[src/i2cm_pkg.sv]
// Types and constants shared by the I2C master bit engine.
// No dependencies; imported by i2cm_front, i2cm_back and the top level.
package i2cm_pkg;

   // Command classes, one for each value of the kind field
   typedef enum logic [2:0] {
      CMD_NONE    = 3'd0,
      CMD_START   = 3'd1,
      CMD_RESTART = 3'd2,
      CMD_STOP    = 3'd3,
      CMD_WRITE   = 3'd4,
      CMD_READ    = 3'd5,
      CMD_ACK     = 3'd6,
      CMD_NACK    = 3'd7
   } cmd_type;

   // Bus engine phases
   typedef enum logic [3:0] {
      PH_IDLE       = 4'd0,
      PH_START_HI   = 4'd1,
      PH_START_LO   = 4'd2,
      PH_SCL_LO     = 4'd3,
      PH_SDA_SET    = 4'd4,
      PH_SCL_HI     = 4'd5,
      PH_SDA_END    = 4'd6,
      PH_WR_SCL_LO  = 4'd7,
      PH_WR_SDA     = 4'd8,
      PH_WR_SCL_HI  = 4'd9,
      PH_ACK_REL    = 4'd10,
      PH_ACK_SCL_HI = 4'd11,
      PH_RD_SCL_LO  = 4'd12,
      PH_RD_SCL_HI  = 4'd13,
      PH_RD_SAMPLE  = 4'd14
   } phase_type;

   // Variant held in the bit index for the short control sequences
   localparam logic [3:0] VAR_RESTART = 4'd0;
   localparam logic [3:0] VAR_STOP    = 4'd1;
   localparam logic [3:0] VAR_ACK     = 4'd2;
   localparam logic [3:0] VAR_NACK    = 4'd3;

   localparam logic [15:0] HALF_PERIOD_RESET = 16'd250;

   // One classified word in the queue between front and back
   typedef struct packed {
      cmd_type    cmd;
      logic [7:0] wdata;
      logic       sda;
   } item_type;

endpackage

[src/i2c_master_bit_engine_unit.sv]
// I2C master bit engine: SCL/SDA sequencer for start, repeated start, stop,
// byte write, byte read, ACK and NACK. Uses i2cm_pkg, i2cm_front, i2cm_back.
//
// Each request word is one tick of the bus timer and carries the kind of
// command (zero for none), the byte to write and the sampled SDA level.
// Every request word yields exactly one response word with the SCL and SDA
// drive, busy and done flags, the last read byte and the last ACK slot level.
// A command is taken only while the engine is idle; otherwise it is ignored.
// Bit timing is set by the half period register on the csr port; the user
// must write it only while no words are in flight, which the block itself
// does not enforce. Reset value is 250 ticks. A request is first written
// into the front queue; the back end then pops it, runs its tick and
// registers the response word. Throughput is one word per cycle while the
// response is not stalled, set by the phase/tick update of the back end.
// Reset empties the queue, drops any pending response and puts the engine
// idle with SCL and SDA released. When rsp_ready is low the response holds;
// the queue keeps accepting until QUEUE_DEPTH words are waiting.
module i2c_master_bit_engine_unit
   import i2cm_pkg::*;
#(
   parameter int QUEUE_DEPTH = 2
) (
   input  logic        clock,
   input  logic        reset,
   input  logic        req_valid,
   output logic        req_ready,
   input  logic [2:0]  req_kind,
   input  logic [7:0]  req_write_data,
   input  logic        req_sda_in,
   output logic        rsp_valid,
   input  logic        rsp_ready,
   output logic        rsp_scl_out,
   output logic        rsp_sda_out,
   output logic        rsp_busy_res,
   output logic        rsp_done_res,
   output logic [7:0]  rsp_read_data,
   output logic        rsp_nack_seen,
   input  logic        csr_wr_en,
   input  logic [15:0] csr_wr_data
);

   logic     q_valid;
   logic     q_pop;
   item_type q_item;

   i2cm_front #(
      .QUEUE_DEPTH (QUEUE_DEPTH)
   ) u_front (
      .clock          (clock),
      .reset          (reset),
      .req_valid      (req_valid),
      .req_ready      (req_ready),
      .req_kind       (req_kind),
      .req_write_data (req_write_data),
      .req_sda_in     (req_sda_in),
      .q_valid        (q_valid),
      .q_item         (q_item),
      .q_pop          (q_pop)
   );

   i2cm_back u_back (
      .clock         (clock),
      .reset         (reset),
      .csr_wr_en     (csr_wr_en),
      .csr_wr_data   (csr_wr_data),
      .q_valid       (q_valid),
      .q_item        (q_item),
      .q_pop         (q_pop),
      .rsp_valid     (rsp_valid),
      .rsp_ready     (rsp_ready),
      .rsp_scl_out   (rsp_scl_out),
      .rsp_sda_out   (rsp_sda_out),
      .rsp_busy_res  (rsp_busy_res),
      .rsp_done_res  (rsp_done_res),
      .rsp_read_data (rsp_read_data),
      .rsp_nack_seen (rsp_nack_seen)
   );

endmodule

[src/i2cm_front.sv]
// Front end of the I2C master bit engine: takes request words, classifies
// the kind field and queues the words for the back end. Uses i2cm_pkg.
module i2cm_front
   import i2cm_pkg::*;
#(
   parameter int QUEUE_DEPTH = 2
) (
   input  logic       clock,
   input  logic       reset,
   input  logic       req_valid,
   output logic       req_ready,
   input  logic [2:0] req_kind,
   input  logic [7:0] req_write_data,
   input  logic       req_sda_in,
   output logic       q_valid,
   output item_type   q_item,
   input  logic       q_pop
);

   localparam int PTR_W = $clog2(QUEUE_DEPTH);
   localparam int CNT_W = $clog2(QUEUE_DEPTH + 1);
   localparam logic [PTR_W-1:0] PTR_LAST = PTR_W'(QUEUE_DEPTH - 1);
   localparam logic [CNT_W-1:0] CNT_FULL = CNT_W'(QUEUE_DEPTH);

   item_type               queue_mem [QUEUE_DEPTH];
   logic     [PTR_W-1:0]   wr_ptr_ff, wr_ptr_in;
   logic     [PTR_W-1:0]   rd_ptr_ff, rd_ptr_in;
   logic     [CNT_W-1:0]   count_ff, count_in;
   item_type               item_new;
   logic                   push;
   logic                   pop;

   always_comb begin
      item_new.wdata = req_write_data;
      item_new.sda   = req_sda_in;
      unique case (req_kind)
         CMD_START:   item_new.cmd = CMD_START;
         CMD_RESTART: item_new.cmd = CMD_RESTART;
         CMD_STOP:    item_new.cmd = CMD_STOP;
         CMD_WRITE:   item_new.cmd = CMD_WRITE;
         CMD_READ:    item_new.cmd = CMD_READ;
         CMD_ACK:     item_new.cmd = CMD_ACK;
         CMD_NACK:    item_new.cmd = CMD_NACK;
         default:     item_new.cmd = CMD_NONE;
      endcase
   end

   assign req_ready = (count_ff != CNT_FULL);
   assign q_valid   = (count_ff != '0);
   assign push      = req_valid && req_ready;
   assign pop       = q_pop && q_valid;
   assign q_item    = queue_mem[rd_ptr_ff];

   always_comb begin
      wr_ptr_in = wr_ptr_ff;
      rd_ptr_in = rd_ptr_ff;
      count_in  = count_ff;
      if (push) begin
         wr_ptr_in = (wr_ptr_ff == PTR_LAST) ? '0 : wr_ptr_ff + 1'b1;
      end
      if (pop) begin
         rd_ptr_in = (rd_ptr_ff == PTR_LAST) ? '0 : rd_ptr_ff + 1'b1;
      end
      if (push && !pop) begin
         count_in = count_ff + 1'b1;
      end else if (pop && !push) begin
         count_in = count_ff - 1'b1;
      end
   end

   always_ff @(posedge clock) begin
      if (reset) begin
         wr_ptr_ff <= '0;
         rd_ptr_ff <= '0;
         count_ff  <= '0;
      end else begin
         wr_ptr_ff <= wr_ptr_in;
         rd_ptr_ff <= rd_ptr_in;
         count_ff  <= count_in;
      end
   end

   always_ff @(posedge clock) begin
      if (push) begin
         queue_mem[wr_ptr_ff] <= item_new;
      end
   end

endmodule

[src/i2cm_back.sv]
// Back end of the I2C master bit engine: runs the bus phase sequencer one
// tick per queued word and holds the response word. Uses i2cm_pkg.
module i2cm_back
   import i2cm_pkg::*;
(
   input  logic        clock,
   input  logic        reset,
   input  logic        csr_wr_en,
   input  logic [15:0] csr_wr_data,
   input  logic        q_valid,
   input  item_type    q_item,
   output logic        q_pop,
   output logic        rsp_valid,
   input  logic        rsp_ready,
   output logic        rsp_scl_out,
   output logic        rsp_sda_out,
   output logic        rsp_busy_res,
   output logic        rsp_done_res,
   output logic [7:0]  rsp_read_data,
   output logic        rsp_nack_seen
);

   logic [15:0] half_period_ff;
   phase_type   phase_ff, phase_in;
   logic [15:0] tick_ff, tick_in;
   logic [3:0]  bit_idx_ff, bit_idx_in;
   logic [7:0]  shift_ff, shift_in;
   logic        scl_ff, scl_in;
   logic        sda_ff, sda_in;
   logic        ack_ff, ack_in;
   logic [7:0]  rx_hold_ff, rx_hold_in;
   logic        done;

   logic [15:0] full_wait;
   logic [15:0] half_wait;
   logic [15:0] short_wait;
   logic [15:0] tick_dec;
   logic        do_enter;
   phase_type   enter_ph;

   logic        rsp_valid_ff, rsp_valid_in;
   logic        scl_out_ff, sda_out_ff, busy_ff, done_ff, nack_ff;
   logic [7:0]  rdata_ff;

   // zero half period counts as one tick; short delay is never below one
   assign full_wait  = (half_period_ff == '0) ? 16'd1 : half_period_ff;
   assign half_wait  = full_wait >> 1;
   assign short_wait = (half_wait == '0) ? 16'd1 : half_wait;
   assign tick_dec   = (tick_ff != '0) ? tick_ff - 16'd1 : '0;

   assign q_pop = q_valid && (!rsp_valid_ff || rsp_ready);

   always_comb begin
      phase_in   = phase_ff;
      tick_in    = tick_ff;
      bit_idx_in = bit_idx_ff;
      shift_in   = shift_ff;
      scl_in     = scl_ff;
      sda_in     = sda_ff;
      ack_in     = ack_ff;
      rx_hold_in = rx_hold_ff;
      done       = 1'b0;
      do_enter   = 1'b0;
      enter_ph   = PH_IDLE;

      if (q_pop) begin
         if (phase_ff == PH_IDLE) begin
            unique case (q_item.cmd)
               CMD_START: begin
                  bit_idx_in = '0;
                  do_enter   = 1'b1;
                  enter_ph   = PH_START_HI;
               end
               CMD_RESTART: begin
                  bit_idx_in = VAR_RESTART;
                  do_enter   = 1'b1;
                  enter_ph   = PH_SCL_LO;
               end
               CMD_STOP: begin
                  bit_idx_in = VAR_STOP;
                  do_enter   = 1'b1;
                  enter_ph   = PH_SCL_LO;
               end
               CMD_WRITE: begin
                  bit_idx_in = '0;
                  shift_in   = q_item.wdata;
                  do_enter   = 1'b1;
                  enter_ph   = PH_WR_SCL_LO;
               end
               CMD_READ: begin
                  bit_idx_in = '0;
                  shift_in   = '0;
                  do_enter   = 1'b1;
                  enter_ph   = PH_RD_SCL_LO;
               end
               CMD_ACK: begin
                  bit_idx_in = VAR_ACK;
                  do_enter   = 1'b1;
                  enter_ph   = PH_SCL_LO;
               end
               CMD_NACK: begin
                  bit_idx_in = VAR_NACK;
                  do_enter   = 1'b1;
                  enter_ph   = PH_SCL_LO;
               end
               default: ;
            endcase
         end else begin
            tick_in = tick_dec;
            if (tick_dec == '0) begin
               // hold ran out: pick the next phase, idle means finished
               unique case (phase_ff)
                  PH_START_HI:  enter_ph = PH_START_LO;
                  PH_SCL_LO:    enter_ph = PH_SDA_SET;
                  PH_SDA_SET:   enter_ph = PH_SCL_HI;
                  PH_SCL_HI: begin
                     enter_ph = (bit_idx_ff >= VAR_ACK) ? PH_IDLE : PH_SDA_END;
                  end
                  PH_WR_SCL_LO: enter_ph = PH_WR_SDA;
                  PH_WR_SDA:    enter_ph = PH_WR_SCL_HI;
                  PH_WR_SCL_HI: begin
                     shift_in   = {shift_ff[6:0], 1'b0};
                     bit_idx_in = bit_idx_ff + 4'd1;
                     enter_ph   = bit_idx_in[3] ? PH_ACK_REL : PH_WR_SCL_LO;
                  end
                  PH_ACK_REL:   enter_ph = PH_ACK_SCL_HI;
                  PH_ACK_SCL_HI: begin
                     ack_in = q_item.sda;
                  end
                  PH_RD_SCL_LO: enter_ph = PH_RD_SCL_HI;
                  PH_RD_SCL_HI: enter_ph = PH_RD_SAMPLE;
                  PH_RD_SAMPLE: begin
                     bit_idx_in = bit_idx_ff + 4'd1;
                     if (bit_idx_in[3]) begin
                        rx_hold_in = shift_ff;
                     end else begin
                        enter_ph = PH_RD_SCL_LO;
                     end
                  end
                  default: ;
               endcase
               if (enter_ph == PH_IDLE) begin
                  phase_in   = PH_IDLE;
                  bit_idx_in = '0;
                  tick_in    = '0;
                  done       = 1'b1;
               end else begin
                  do_enter = 1'b1;
               end
            end
         end

         if (do_enter) begin
            phase_in = enter_ph;
            unique case (enter_ph)
               PH_START_HI: begin
                  scl_in  = 1'b1;
                  sda_in  = 1'b1;
                  tick_in = full_wait;
               end
               PH_START_LO: begin
                  sda_in  = 1'b0;
                  tick_in = full_wait;
               end
               PH_SCL_LO: begin
                  scl_in  = 1'b0;
                  tick_in = short_wait;
               end
               PH_SDA_SET: begin
                  sda_in  = (bit_idx_in == VAR_RESTART) || (bit_idx_in == VAR_NACK);
                  tick_in = short_wait;
               end
               PH_SCL_HI: begin
                  scl_in  = 1'b1;
                  tick_in = (bit_idx_in == VAR_NACK) ? full_wait : short_wait;
               end
               PH_SDA_END: begin
                  sda_in  = (bit_idx_in == VAR_STOP);
                  tick_in = short_wait;
               end
               PH_WR_SCL_LO: begin
                  scl_in  = 1'b0;
                  tick_in = full_wait;
               end
               PH_WR_SDA: begin
                  sda_in  = shift_in[7];
                  tick_in = short_wait;
               end
               PH_WR_SCL_HI, PH_ACK_SCL_HI: begin
                  scl_in  = 1'b1;
                  tick_in = full_wait;
               end
               PH_ACK_REL: begin
                  scl_in  = 1'b0;
                  sda_in  = 1'b1;
                  tick_in = short_wait;
               end
               PH_RD_SCL_LO: begin
                  scl_in  = 1'b0;
                  sda_in  = 1'b1;
                  tick_in = full_wait;
               end
               PH_RD_SCL_HI: begin
                  scl_in  = 1'b1;
                  tick_in = short_wait;
               end
               PH_RD_SAMPLE: begin
                  shift_in = {shift_in[6:0], q_item.sda};
                  tick_in  = full_wait;
               end
               default: tick_in = 16'd1;
            endcase
         end
      end
   end

   always_comb begin
      rsp_valid_in = rsp_valid_ff;
      if (q_pop) begin
         rsp_valid_in = 1'b1;
      end else if (rsp_ready) begin
         rsp_valid_in = 1'b0;
      end
   end

   always_ff @(posedge clock) begin
      if (reset) begin
         half_period_ff <= HALF_PERIOD_RESET;
         phase_ff       <= PH_IDLE;
         tick_ff        <= '0;
         bit_idx_ff     <= '0;
         shift_ff       <= '0;
         scl_ff         <= 1'b1;
         sda_ff         <= 1'b1;
         ack_ff         <= 1'b0;
         rx_hold_ff     <= '0;
         rsp_valid_ff   <= 1'b0;
      end else begin
         if (csr_wr_en) begin
            half_period_ff <= csr_wr_data;
         end
         phase_ff     <= phase_in;
         tick_ff      <= tick_in;
         bit_idx_ff   <= bit_idx_in;
         shift_ff     <= shift_in;
         scl_ff       <= scl_in;
         sda_ff       <= sda_in;
         ack_ff       <= ack_in;
         rx_hold_ff   <= rx_hold_in;
         rsp_valid_ff <= rsp_valid_in;
      end
   end

   // response word holding register
   always_ff @(posedge clock) begin
      if (q_pop) begin
         scl_out_ff <= scl_in;
         sda_out_ff <= sda_in;
         busy_ff    <= (phase_in != PH_IDLE);
         done_ff    <= done;
         rdata_ff   <= rx_hold_in;
         nack_ff    <= ack_in;
      end
   end

   assign rsp_valid     = rsp_valid_ff;
   assign rsp_scl_out   = scl_out_ff;
   assign rsp_sda_out   = sda_out_ff;
   assign rsp_busy_res  = busy_ff;
   assign rsp_done_res  = done_ff;
   assign rsp_read_data = rdata_ff;
   assign rsp_nack_seen = nack_ff;

endmodule

[config.mk]
export PLATFORM = sky130hd
export DESIGN_NAME = i2c_master_bit_engine_unit
export DESIGN_NICKNAME = d
export VERILOG_FILES = /design/src/i2cm_pkg.sv /design/src/i2c_master_bit_engine_unit.sv /design/src/i2cm_front.sv /design/src/i2cm_back.sv
export SDC_FILE = /design/constraint.sdc
export NUM_CORES = 1
export LEC_CHECK = 0
export ABC_AREA = 1
export BUFFER_PORTS_ARGS = -buffer_cell sky130_fd_sc_hd__buf_2
export CAP_MARGIN = 20
export CORE_ASPECT_RATIO = 0.75
export CORE_MARGIN = 2
export CORE_UTILIZATION = 53
export CTS_BUF_LIST = sky130_fd_sc_hd__clkbuf_2
export CTS_CLUSTER_SIZE = 12
export DETAILED_ROUTE_END_ITERATION = 10
export HOLD_SLACK_MARGIN = 0.12
export PLACE_DENSITY = 0.76
export SLEW_MARGIN = 0
export SYNTH_ARGS = -nofsm -noshare
export SYNTH_HDL_FRONTEND = slang
export SYNTH_SLANG_ARGS = --single-unit
[constraint.sdc]
create_clock -name clock -period 7.1 [get_ports clock]
set_clock_uncertainty 0.1 [all_clocks]
set_input_delay 1.42 -clock clock [delete_from_list [all_inputs] [get_ports clock]]
set_output_delay 1.42 -clock clock [all_outputs]
set_load 0.005 [all_outputs]
Yosys cells after proc, flatten, opt, wreduce, memory -nomap -nowiden
Memories as Yosys holds them, arrays and structs flattened. A register that Yosys moved wholly into a read port is not among the register bits.
Cells that the tools add are included.
- word-level logic and storage cells: 173
- input port bits: 33
- bits in writable memories: 24
- register bits: 77
- output and inout bits: 15
- memories: 1
- equality and inequality tests: 44
- add/subtract/negate cells: 6
- bitwise operators: 1
- reductions and logical operators: 32
- order comparisons: 1
- mux-type cells: 69
- memories (memory ; words ; bits a word ; read ports ; clocked after memory_dff ; wr ports ; RTL line ; source):
    u_front.queue_mem ; 2 ; 12 ; 1 ; 1 ; 1 ; i2cm_front.sv:25 ; item_type queue_mem [QUEUE_DEPTH];
- operator list (operator ; count):
    2-to-1 mux 16 bit ; 7
    2-to-1 mux 8 bit ; 10
    2-to-1 mux 4 bit ; 18
    == test 4 bit, second input constant ; 14
    logical NOT 16 bit ; 3
    one-hot mux 16 bit (3 select lines) ; 1
    one-hot mux 4 bit (11 select lines) ; 1
    one-hot mux 4 bit (4 select lines) ; 2
    == test 4 x 3 -> 1 bit, second input constant ; 7
    == test 3 bit, second input constant ; 8
    2-to-1 mux 1 bit ; 22
    one-hot mux 3 bit (7 select lines) ; 1
    == test 4 x 2 -> 1 bit, second input constant ; 4
    one-hot mux 8 bit (2 select lines) ; 1
    nonzero test 16 bit ; 1
    subtractor 16 x 1 -> 16 bit, second input constant ; 1
    2-to-1 mux 15 bit ; 1
    OR reduction 7 bit ; 2
    == test 3 x 2 -> 1 bit, second input constant ; 4
    == test 4 x 1 -> 1 bit, second input constant ; 3
    logical NOT 4 bit ; 3
    OR reduction 4 bit ; 3
    == test 3 x 1 -> 1 bit, second input constant ; 2
    nonzero test 2 bit ; 3
    other kinds (20) ; 31

Logic depth before layout (Yosys ltp)
Gate-level depths: netlist of run 1.
- depth after elaboration: 16
- depth in mapped cells: 25
- depth with buffers taken out: 23

Modules after synthesis
From an unflattened synthesis of run 1, not the netlist that was laid out.
- cells, all modules: 870
- area, all modules: 6109.6 um2
- modules (own cells, without submodules) (module ; area an instance (um2) ; times used ; cells an instance ; sequential area each (um2)):
    i2cm_back ; 4943.5 ; 1 ; 793 ; 1591.5
    i2cm_front ; 1166.1 ; 1 ; 77 ; 820.8

Worst setup path before layout of run 1
OpenSTA, ideal clock, no wires.
- path kind: input to register
- start point: input rsp_ready
- end point: register u_front.count_ff[1]
- path slack: 3851 ps
- arrival: 3026 ps
- buffers on the path: 2
- required time: 6878 ps
- cell stages on the path: 10
- setup time: 122 ps
- cell sequence: nor2_1 > a21oi_1 > inv_1 > clkbuf_1 > clkbuf_1 > ha_1 > a21oi_1 > o21ai_0 > o21ai_0 > a21oi_1
- word-level cells in the longest chain between the ends: 6
- elaborated cells on any way between the ends: 8
- classes of those cells: 1 x mux; 7 x reduce/logical
- ends and longest elaborated chain (what ; RTL line ; source):
    from (decl) ; i2c_master_bit_engine_unit.sv:31 ; input logic rsp_ready,
    logical OR 1 bit (*) ; i2cm_back.sv:51 ; assign q_pop = q_valid && (!rsp_valid_ff || rsp_ready);
    logical AND 1 bit (*) ; i2cm_back.sv:51 ;
    logical AND 1 bit (*) ; i2cm_front.sv:51 ; assign pop = q_pop && q_valid;
    logical NOT 1 bit ; i2cm_front.sv:64 ; if (push && !pop) begin
    logical AND 1 bit ; i2cm_front.sv:64 ;
    2-to-1 mux 2 bit or nonzero test 2 bit (tied branches) ; n/a ;
    to (signal assigned) ; i2cm_front.sv:79 ; count_ff <= count_in;
    to (decl) ; i2cm_front.sv:28 ; logic [CNT_W-1:0] count_ff, count_in;
Mark *: on every way between the ends. The rest lies on a longest branch, timed or not.
A chain may end at the register's enable or synchronous reset.

Final worst setup path of run 1
- start point: register u_back.tick_ff[0]
- end point: register u_back.rdata_ff[3] (netlist: u_back.rsp_read_data[3]), data pin
- word-level cells in the longest chain between the ends: 6
- elaborated cells on any way between the ends: 7
- classes of those cells: 1 x add/sub; 4 x mux; 2 x reduce/logical
- ends and longest elaborated chain (what ; RTL line ; source):
    from (decl) ; i2cm_back.sv:25 ; logic [15:0] tick_ff, tick_in;
    from (signal assigned) ; i2cm_back.sv:243 ; tick_ff <= tick_in;
    subtractor 16 x 1 -> 16 bit or nonzero test 16 bit (tied branches) ; i2cm_back.sv:49 ; assign tick_dec = (tick_ff != '0) ? tick_ff - 16'd1 : '0;
    2-to-1 mux 16 bit (*) ; i2cm_back.sv:49 ;
    logical NOT 16 bit (*) ; i2cm_back.sv:110 ; if (tick_dec == '0) begin
    2-to-1 mux 8 bit (*) ; i2cm_back.sv:110 ;
    2-to-1 mux 8 bit (*) ; i2cm_back.sv:67 ; if (phase_ff == PH_IDLE) begin
    2-to-1 mux 8 bit (*) ; i2cm_back.sv:66 ; if (q_pop) begin
    via u_back.rx_hold_in[3] ; i2cm_back.sv:31 ; logic [7:0] rx_hold_ff, rx_hold_in;
    to (signal assigned) ; i2cm_back.sv:261 ; rdata_ff <= rx_hold_in;
    to (decl) ; i2cm_back.sv:43 ; logic [7:0] rdata_ff;
The timed path passes the listed nets; every way through them passes the cells marked *.

==> results_dict.tcl, run 1 <==
set metrics [dict create \
    cp-end-kind "register" \
    via_count 5818 \
    drcViolationCount 0 \
    dp.cells 1078 \
    cts.sinks 102 \
    finalHoldWorstSlack_ns 0.3741 \
    synth_area_um2 6201 \
    synth_cell_types 47 \
    grt_overflow 0 \
    dr.pass1.iters 5 \
    die_area_um2 12590 \
    p_leak_nw 3.369 \
    ir_worst_vdd_v 0.0003172 \
    fin_crit_sh_pct 49.67 \
    grt_usage_pct 23.44 \
    synthXorXnorAreaFrac_pct 0.5650 \
    setup_violations 0 \
    max_cap_viol_count 0 \
    ant_nets 0 \
    required_ns 7.38 \
    max_freq_mhz 283.5 \
    place_congestion 0.9216 \
    tightest_slew_ns 1.000 \
    synth_top_family_by_area "simple AND/OR/NAND/NOR gates" \
    fin_crit_ns 3.527 \
    arrival_ns 3.80 \
    drt_wl_total_mm 14.26 \
    cts-buffers-inserted 9 \
    yosysTopAreaCellShare_pct 20.98 \
    cts_setup_buffers 0 \
    drive_gt1_share_pct 13.35 \
    grt_pass1_wl_mm 23.64 \
    cts_repair_resize_count 0 \
    finalSetupTns_ns 0 \
    r2r_slack_ns 3.57 \
    antenna_cells 0 \
    row_count 34 \
    nets 984 \
    antenna_found_initial 0 \
    post_dp_cell_area_um2 6497 \
    relSlewSlack_pct 33.08 \
    synth.most_common_cell "nand2_1" \
    start_kind "register" \
    viasPerCell 5.313 \
    critical_path_class "reg -> reg" \
    path_clk_slew_ns 0.30 \
    hp-class "reg -> reg" \
    muxShareOfSynthArea_pct 0.1614 \
    finalHoldViolations 0 \
    area_growth_syn_to_layout_pct 7.284 \
    power_density_nw_per_um2 475.2 \
    synth-edff-count 37 \
    clk_path_buf_depth 2 \
    cts_root_buf "clkbuf_2" \
    holdBufCountCts 0 \
    clk_latency_ns 0.60 \
    ys_top_cells_by_count "nand2_1, inv_1, nor2_1" \
    synth_ff_type "dfxtp_1" \
    drv_slew 0 \
    final_area_um2 6653 \
    finalNonFillerCells 1095 \
    slowest_stage "nand4_1" \
    grt_pass1_vias 4870 \
    ioPinCount 48 \
    synthTopCellsByArea "dfxtp_1, edfxtp_1, nand2_1" \
    ys_ff_latch 102 \
    die_h_um 97.68 \
    status "finished clean" \
    ys_seq_area_share_pct 38.90 \
    synth_compound_area_share_pct 12.01 \
    yosys.area_share.simple_pct 35.75 \
    grt_setup_unrepaired "no" \
    syn_avg_cell_area_um2 6.792 \
    ys_warn_count 0 \
    routedWlPerCell_um 13.02 \
    grt_max_degree 41 \
    drt-initial-drc-count 515 \
    syn_inst 913 \
    core_um2 11490 \
    synthAdderAreaFrac_pct 1.009 \
    slowest_delay_ns 0.56 \
    tritoncts "done" \
    cp_cell_sequence "inv_1 -> ha_1 -> nand2_1 -> nor2_1 -> nand3_1 -> nand3_1 -> nand2_1 -> nor2_1 -> nand2_1 -> nor3_1 -> nand4_1 -> o21ai_0 -> inv_1" \
    syn-num-nets 951 \
    die_x_um 128.9 \
    cp_max_fo 16 \
    async_flop_share_pct 0 \
    crit_path_frequent_cell "nand2_1" \
    synth_top_cell_by_area "dfxtp_1" \
    start_util_pct 53.99 \
    cts_max_level 3 \
    hpwl_mm 10.64 \
    io_buffers 47 \
]
worst max-delay path, delay by kind of cell (launching register included):
family,cells,cell delay (ns)
flops,1,0.39
buf+inv,2,0.27
fa+ha+maj,1,0.32
simple gates,9,1.77
compound gates,1,0.45
report_power, final:
part | total [mW] | internal [mW] | switching, mW
Combinational | 1.97 | 0.578 | 1.39
Clock | 0.312 | 0.0947 | 0.217
Sequential | 0.884 | 0.768 | 0.116
placed cells by master (no fill, tap or decap), drive strengths merged, types with 2 or more instances in the layout:
master and instances:
o211ai 10, a21oi 40, clkbuf 9, buf 50, a22oi 3, nor2 124, xnor2 2, nor3 5
dfxtp 65, o22ai 7, xor2 2, nand2 254, clkinv 5, ha 5, nand3 74, edfxtp 37
nand4 15, nand3b 3, nor4 3, or2 2, inv 156, o21ai 63, a31oi 7
cell type report:
class	instances	area [µm²]
clock buffers	9	45.04
clock inverters	7	102.6
fillers	1087	4833
inverters	155	581.8
multi-input cells	628	3073
flip-flops and latches	102	2412
well taps	144	180.2
repair buffers	50	257.7
per-stage QoR:
step,util (%),setup slack (ns),power [mW]
2_1_floorplan,-,3.851,2.441
6_report,57.92,3.573,3.161
4_1_cts,57.85,3.637,3.130
3_5_place_dp,56.57,3.422,2.813
5_1_grt,57.92,3.162,3.464
3_3_place_gp,56.57,3.479,2.800
worst paths after layout:
check / startpoint / endpoint / cells past startpoint
setup reg to reg: u_back.tick_ff[0] / u_back.rsp_read_data[3] / 13
setup / recovery: u_back.tick_ff[0] / u_back.rsp_read_data[3] / 13
hold / removal: u_front.rd_ptr_ff / u_front.rd_ptr_ff / 1
hold reg to reg: u_front.rd_ptr_ff / u_front.rd_ptr_ff / 1
sequential cells by signal, summed over array words and instances, names as in the netlist, 2 cells and up, named ones only:
| signal | flops |
|---|---|
| u_back.phase_ff | 4 |
| u_front.queue_mem | 24 |
| u_back.half_period_ff | 16 |
| u_front.count_ff | 2 |
| u_back.shift_ff | 8 |
| u_back.tick_ff | 16 |
| u_back.rx_hold_ff | 8 |
| u_back.rsp_read_data | 8 |
| u_back.bit_idx_ff | 4 |
kinds of logic after synthesis:
group                      Yosys count
and+or+nand+nor                    483
DFF                                102
buffers and inverters              183
muxes                                1
AOI/OAI and AO/OA                  135
adders and majority gates            5
xor gates and xnor gates             4
layer usage:
metal / GRT usage, % / vias up / wire length [µm] / part of all wire (%)
li1: - / 2979 / - / -
met1: 38.31 / 2601 / 7162 / 50
met2: 31.18 / 231 / 5532 / 39
met3: 4.791 / 7 / 1447 / 10
met4: 5.184 / 0 / 112 / 0.79
met5: 0 / - / 0 / 0
Power figures use the tool's default switching activity.
==> run 2, diff against run 1 <==
==> constraint.sdc (replaced) <==
create_clock -name clock -period 3.4 [get_ports clock]
set_clock_uncertainty 0.1 [all_clocks]
set_input_delay 0.68 -clock clock [delete_from_list [all_inputs] [get_ports clock]]
set_output_delay 0.68 -clock clock [all_outputs]
set_load 0.005 [all_outputs]
==> results_dict.tcl, run 2 (synthesized netlist as in run 1, its figures left out) <==
set metrics [dict create \
    finalSetupTns_ns 0 \
    hpwl_mm 10.94 \
    cts.sinks 102 \
    die_x_um 128.9 \
    grt_usage_pct 24.01 \
    grt_overflow 0 \
    crit_path_frequent_cell "nand2_1" \
    drive_gt1_share_pct 14.83 \
    die_area_um2 12590 \
    routedWlPerCell_um 13.47 \
    cp_cell_sequence "inv_2 -> ha_1 -> nand3_1 -> nor2_1 -> nand2_2 -> nand3_1 -> nand2_1 -> nor2_4 -> nand2_2 -> nor2_1 -> nand4_1 -> nand2_1 -> nor2_4 -> buf_4 -> nand3_2 -> nand3_4 -> nand2_1 -> nand3_1 -> nand2_1 -> inv_1" \
    reg_top3 "u_front.queue_mem (24), u_back.half_period_ff (16), u_back.tick_ff (16)" \
    nFillCells 1064 \
    ioPinCount 48 \
    slowest_delay_ns 0.39 \
    die_h_um 97.68 \
    seq_power_share_pct 27.2 \
    cts-buffers-inserted 9 \
    seqCellArea_um2 2412 \
    dr.pass1.iters 5 \
    cp_max_fo 15 \
    arrival_ns 3.60 \
    multiInputGateArea_um2 3093 \
    status "finished clean" \
    antenna_cells 0 \
    final_common_cell "nand2_1" \
    ir_worst_vdd_v 0.0006697 \
    ant_nets 0 \
    relSlewSlack_pct 48.30 \
    finalHoldWorstSlack_ns 0.1690 \
    grt_pass1_wl_mm 24.23 \
    tritoncts "done" \
    hp-class "in -> reg" \
    viasPerCell 5.265 \
    finalHoldViolations 0 \
    power_density_nw_per_um2 991.5 \
    via_count 5871 \
    p_sw_share_pct 53.92 \
    antenna_found_initial 0 \
    setup_violations 0 \
    largest_reg_flops 24 \
    slowest_stage "dfxtp_1" \
    top_register "u_front.queue_mem" \
    core_um2 11490 \
    clockPowerShare_pct 9.6 \
    area_growth_syn_to_layout_pct 10.23 \
    start_util_pct 53.99 \
    cts_max_level 3 \
    drcViolationCount 0 \
    start_kind "register" \
    path_clk_slew_ns 0.31 \
    tightest_slew_ns 0.7746 \
    fin_crit_ns 3.160 \
    required_ns 3.84 \
    drt_wl_total_mm 15.02 \
    p_leak_nw 3.467 \
    final_cell_mix "nand2_1, inv_1, nor2_1, nand3_1, dfxtp_1" \
    cts_root_buf "clkbuf_2" \
    max_cap_viol_count 0 \
    power.switching_mw 3.655 \
    nets 1004 \
    grt_pass1_vias 5029 \
    critical_path_class "reg -> reg" \
    max_freq_mhz 316.4 \
    p_int_mw 3.123 \
    fin_crit_sh_pct 92.95 \
    pwr-share-comb_pct 63.1 \
    cp-end-kind "register" \
    clk_path_buf_depth 2 \
    drt-initial-drc-count 514 \
    clk_latency_ns 0.60 \
    io_buffers 47 \
    row_count 34 \
    cts_setup_buffers 0 \
    grt_max_degree 40 \
    drv_slew 0 \
    grt_setup_unrepaired "no" \
    place_congestion 0.9782 \
]
==> run 2: cell count changes in the layout (fill, tap and decap cells not counted), moves of 2 or more <==
cell / before / now
nand2_1: 230 / 227
dlygate4sd3_1: 0 / 8
buf_4: 3 / 15
inv_6: 0 / 2
nand2_4: 3 / 5
==> run 2: metrics by stage <==
stage	utilization, %	setup WS [ns]	total power, mW	instance area (µm²)	std cells
global placement	57.42	0.2922	5.973	6595	1091
floorplan	-	0.6602	5.097	6201	913
detailed placement	57.42	0.2861	5.984	6595	1091
finish	59.51	0.2398	6.777	6835	1115
global route	59.51	0.02542	7.368	6835	1115
CTS	58.64	0.2425	6.654	6735	1107
==> run 2: per-layer routing <==
metal / vias up / track usage, % / routed length (µm)
li1: 3023 / - / -
met1: 2567 / 39.33 / 7559
met2: 268 / 31.54 / 5817
met3: 13 / 5.396 / 1506
met4: 0 / 5.017 / 134
met5: - / 0 / 0
==> run 2: power groups by stage <==
| stage | clock, mW | combinational (mW) | sequential, mW |
|---|---|---|---|
| after global routing | 0.709 | 4.78 | 1.88 |
| after CTS | 0.662 | 4.16 | 1.83 |
| final | 0.654 | 4.28 | 1.85 |
| after global placement | 0 | 4.11 | 1.86 |
| after detailed placement | 0 | 4.12 | 1.86 |
| after floorplan | 0 | 3.30 | 1.79 |
==> run 2: final cells by class <==
type / count / area share (%)
repair buffers: 70 / 6.260
clock inverters: 7 / 1.391
flip-flops and latches: 102 / 35.29
inverters: 155 / 8.512
well taps: 144 / 2.636
clock buffers: 9 / 0.6590
multi-input cells: 628 / 45.25
==> run 2: path summary, 6_finish.rpt <==
path / from / endpoint / slack [ns] / depth (start not counted)
worst max-delay path: u_back.tick_ff[0] / u_back.tick_ff[10] / 0.24 / 20
worst min-delay path: req_write_data[1] / u_front.queue_mem[1][2] / 0.17 / 1
worst max register to register: u_back.tick_ff[0] / u_back.tick_ff[10] / 0.24 / 20
worst min register to register: u_front.rd_ptr_ff / u_front.rd_ptr_ff / 0.40 / 1
==> run 2: repair_timing <==
item                       4_1_cts  5_1_grt
hold endpoints to repair         0       15
setup endpoints to repair        0       24
gates resized for setup          0        7
hold buffers                     0        8
==> run 2: worst max-delay path: cells and delay by family (launching register included) <==
| kind | cells | cell delay, ns |
|---|---|---|
| and+or+nand+nor | 16 | 2.05 |
| adders and majority gates | 1 | 0.22 |
| buffers and inverters | 3 | 0.31 |
| DFF | 1 | 0.39 |
==> run 3, diff against run 2 <==
--- a/config.mk
+++ b/config.mk
@@ -15,7 +15,7 @@
 export CTS_CLUSTER_SIZE = 12
 export DETAILED_ROUTE_END_ITERATION = 10
 export HOLD_SLACK_MARGIN = 0.12
-export PLACE_DENSITY = 0.76
+export PLACE_DENSITY = 0.79
 export SLEW_MARGIN = 0
 export SYNTH_ARGS = -nofsm -noshare
 export SYNTH_HDL_FRONTEND = slang
==> constraint.sdc (replaced) <==
create_clock -name clock -period 2.8 [get_ports clock]
set_clock_uncertainty 0.1 [all_clocks]
set_input_delay 0.56 -clock clock [delete_from_list [all_inputs] [get_ports clock]]
set_output_delay 0.56 -clock clock [all_outputs]
set_load 0.005 [all_outputs]
==> results_dict.tcl, run 3 (synthesized netlist as in run 1, its figures left out) <==
set metrics [dict create \
    required_ns 3.25 \
    cts.sinks 102 \
    via_count 7034 \
    max_freq_mhz 312.6 \
    clk_path_buf_depth 2 \
    drt-initial-drc-count 1176 \
    tightest_slew_ns 0.7825 \
    hold_start "req_valid" \
    reg2reg_to "u_back.tick_ff[15]" \
    ir_worst_vdd_v 0.0008962 \
    reg2reg_depth 18 \
    drcViolationCount 0 \
    drive_gt1_share_pct 31.89 \
    power_density_nw_per_um2 1362 \
    reg_top3 "u_front.queue_mem (24), u_back.half_period_ff (16), u_back.tick_ff (16)" \
    die_h_um 97.68 \
    routedWlPerCell_um 16.29 \
    hold_end "u_front.wr_ptr_ff" \
    final_cell_mix "nand2_1, inv_1, buf_4, nor2_1, nand3_1" \
    drv_slew 0 \
    ant_nets 0 \
    start_kind "register" \
    grt_max_degree 40 \
    max_cap_viol_count 0 \
    cp_max_fo 8 \
    grt_pass1_wl_mm 30.42 \
    fin_crit_sh_pct 114.3 \
    grt_setup_unrepaired "yes" \
    ioPinCount 48 \
    setup_violations 29 \
    largest_reg_flops 24 \
    viasPerCell 5.709 \
    power.switching_mw 6.039 \
    relSlewSlack_pct 47.78 \
    post_dp_cell_area_um2 7148 \
    grt_usage_pct 30.40 \
    fin_crit_ns 3.199 \
    r2r_slack_ns -0.40 \
    top_register "u_front.queue_mem" \
    p_leak_nw 4.148 \
    p_int_mw 5.380 \
    place_congestion 0.9812 \
    seq_power_share_pct 19.7 \
    antenna_found_initial 0 \
    hpwl_mm 12.03 \
    finalHoldWorstSlack_ns 0.2782 \
    finalHoldViolations 0 \
    final_area_um2 8387 \
    row_count 34 \
    dr.pass1.iters 6 \
    tritoncts "done" \
    die_x_um 128.9 \
    start_util_pct 53.99 \
    grt_pass1_vias 6249 \
    cts-buffers-inserted 9 \
    area_growth_syn_to_layout_pct 35.25 \
    grt_overflow 0 \
    arrival_ns 3.65 \
    clk_latency_ns 0.64 \
    p_sw_share_pct 52.88 \
    status "finished with violations" \
    cp-end-kind "register" \
    path_clk_slew_ns 0.33 \
    io_buffers 47 \
    r2r-start "u_back.tick_ff[1]" \
    clockPowerShare_pct 7.1 \
    final.setup.worst_slack_ns -0.3992 \
    drt_wl_total_mm 20.07 \
    cts_max_level 3 \
    critical_path_class "reg -> reg" \
    nets 1121 \
    pwr-share-comb_pct 73.2 \
    hp-class "in -> reg" \
    cts_root_buf "clkbuf_2" \
    die_area_um2 12590 \
    antenna_cells 0 \
    violations "setup timing" \
    final_common_cell "nand2_1" \
    holdPathStages 5 \
    pre_cts_ws_ns -0.2287 \
    core_um2 11490 \
]
==> run 3: cell type report <==
type / count / area, µm²
repair buffers: 184 / 1399
multi-input cells: 631 / 3632
fillers: 780 / 3099
clock buffers: 9 / 45.04
flip-flops and latches: 102 / 2437
clock inverters: 7 / 100.1
well taps: 144 / 180.2
inverters: 155 / 593.1
==> run 3: per-stage QoR <==
stage	power (mW)	cells	util [%]	setup TNS [ns]
after floorplan	6.190	913	-	0
final	11.42	1232	73.02	-8.272
after global placement	8.303	1163	62.23	-3.159
after CTS	10.28	1223	70.29	-0.3908
after detailed placement	8.380	1163	62.23	-4.304
after global routing	12.05	1232	73.02	-10.71
==> run 3: worst max-delay path, stage by stage, from the launching register on <==
cell	delay (ns)
dfxtp_2	0.42
buf_4	0.14
nor2_4	0.12
buf_4	0.15
nand4_1	0.18
nand2_1	0.15
nor2_1	0.09
nor2_4	0.13
nand2_4	0.08
nor2_8	0.25
nand4_4	0.18
nand2_8	0.15
nor2_4	0.07
nand2_4	0.06
nand2_2	0.06
nor2_4	0.21
nand3_4	0.20
a21oi_1	0.26
nor2_1	0.09
==> run 3: worst max path at each step <==
stage | startpoint | end | slack (ns) | cells past startpoint
after detailed placement | u_back.tick_ff[0] | u_back.tick_ff[8] | -0.23 | 23
after floorplan | u_back.tick_ff[0] | u_back.rsp_sda_out | 0.06 | 19
after global placement | u_back.tick_ff[10] | u_back.tick_ff[8] | -0.19 | 20
after global routing | register | u_back.tick_ff[15] | -0.47 | 19
final | u_back.tick_ff[1] | u_back.tick_ff[15] | -0.40 | 18
after CTS | u_back.tick_ff[2] | u_back.tick_ff[8] | -0.05 | 20
==> run 3: power by group through the flow <==
stage	combinational, mW	clock [mW]	sequential, mW
floorplan	4.01	0	2.18
global placement	6.11	0	2.20
detailed placement	6.17	0	2.21
CTS	7.25	0.825	2.21
global route	8.89	0.879	2.28
finish	8.36	0.815	2.25
==> run 3: what timing repair did <==
action / CTS / global route
pin swaps: 34 / 20
endpoints found under the hold margin: 41 / 1
gates cloned: 2 / 1
setup endpoints to repair: 39 / 51
buffers inserted: 13 / 7
resized for setup: 97 / 80
hold buffers: 29 / 1
==> run 3: layer usage <==
layer / track usage, % / vias to the layer above / routed length, µm
met1: 43.57 / 3169 / 8140
met3: 7.764 / 123 / 2404
met4: 7.776 / 0 / 871
met2: 45.75 / 469 / 8652
met5: 0 / - / 0
li1: - / 3273 / -
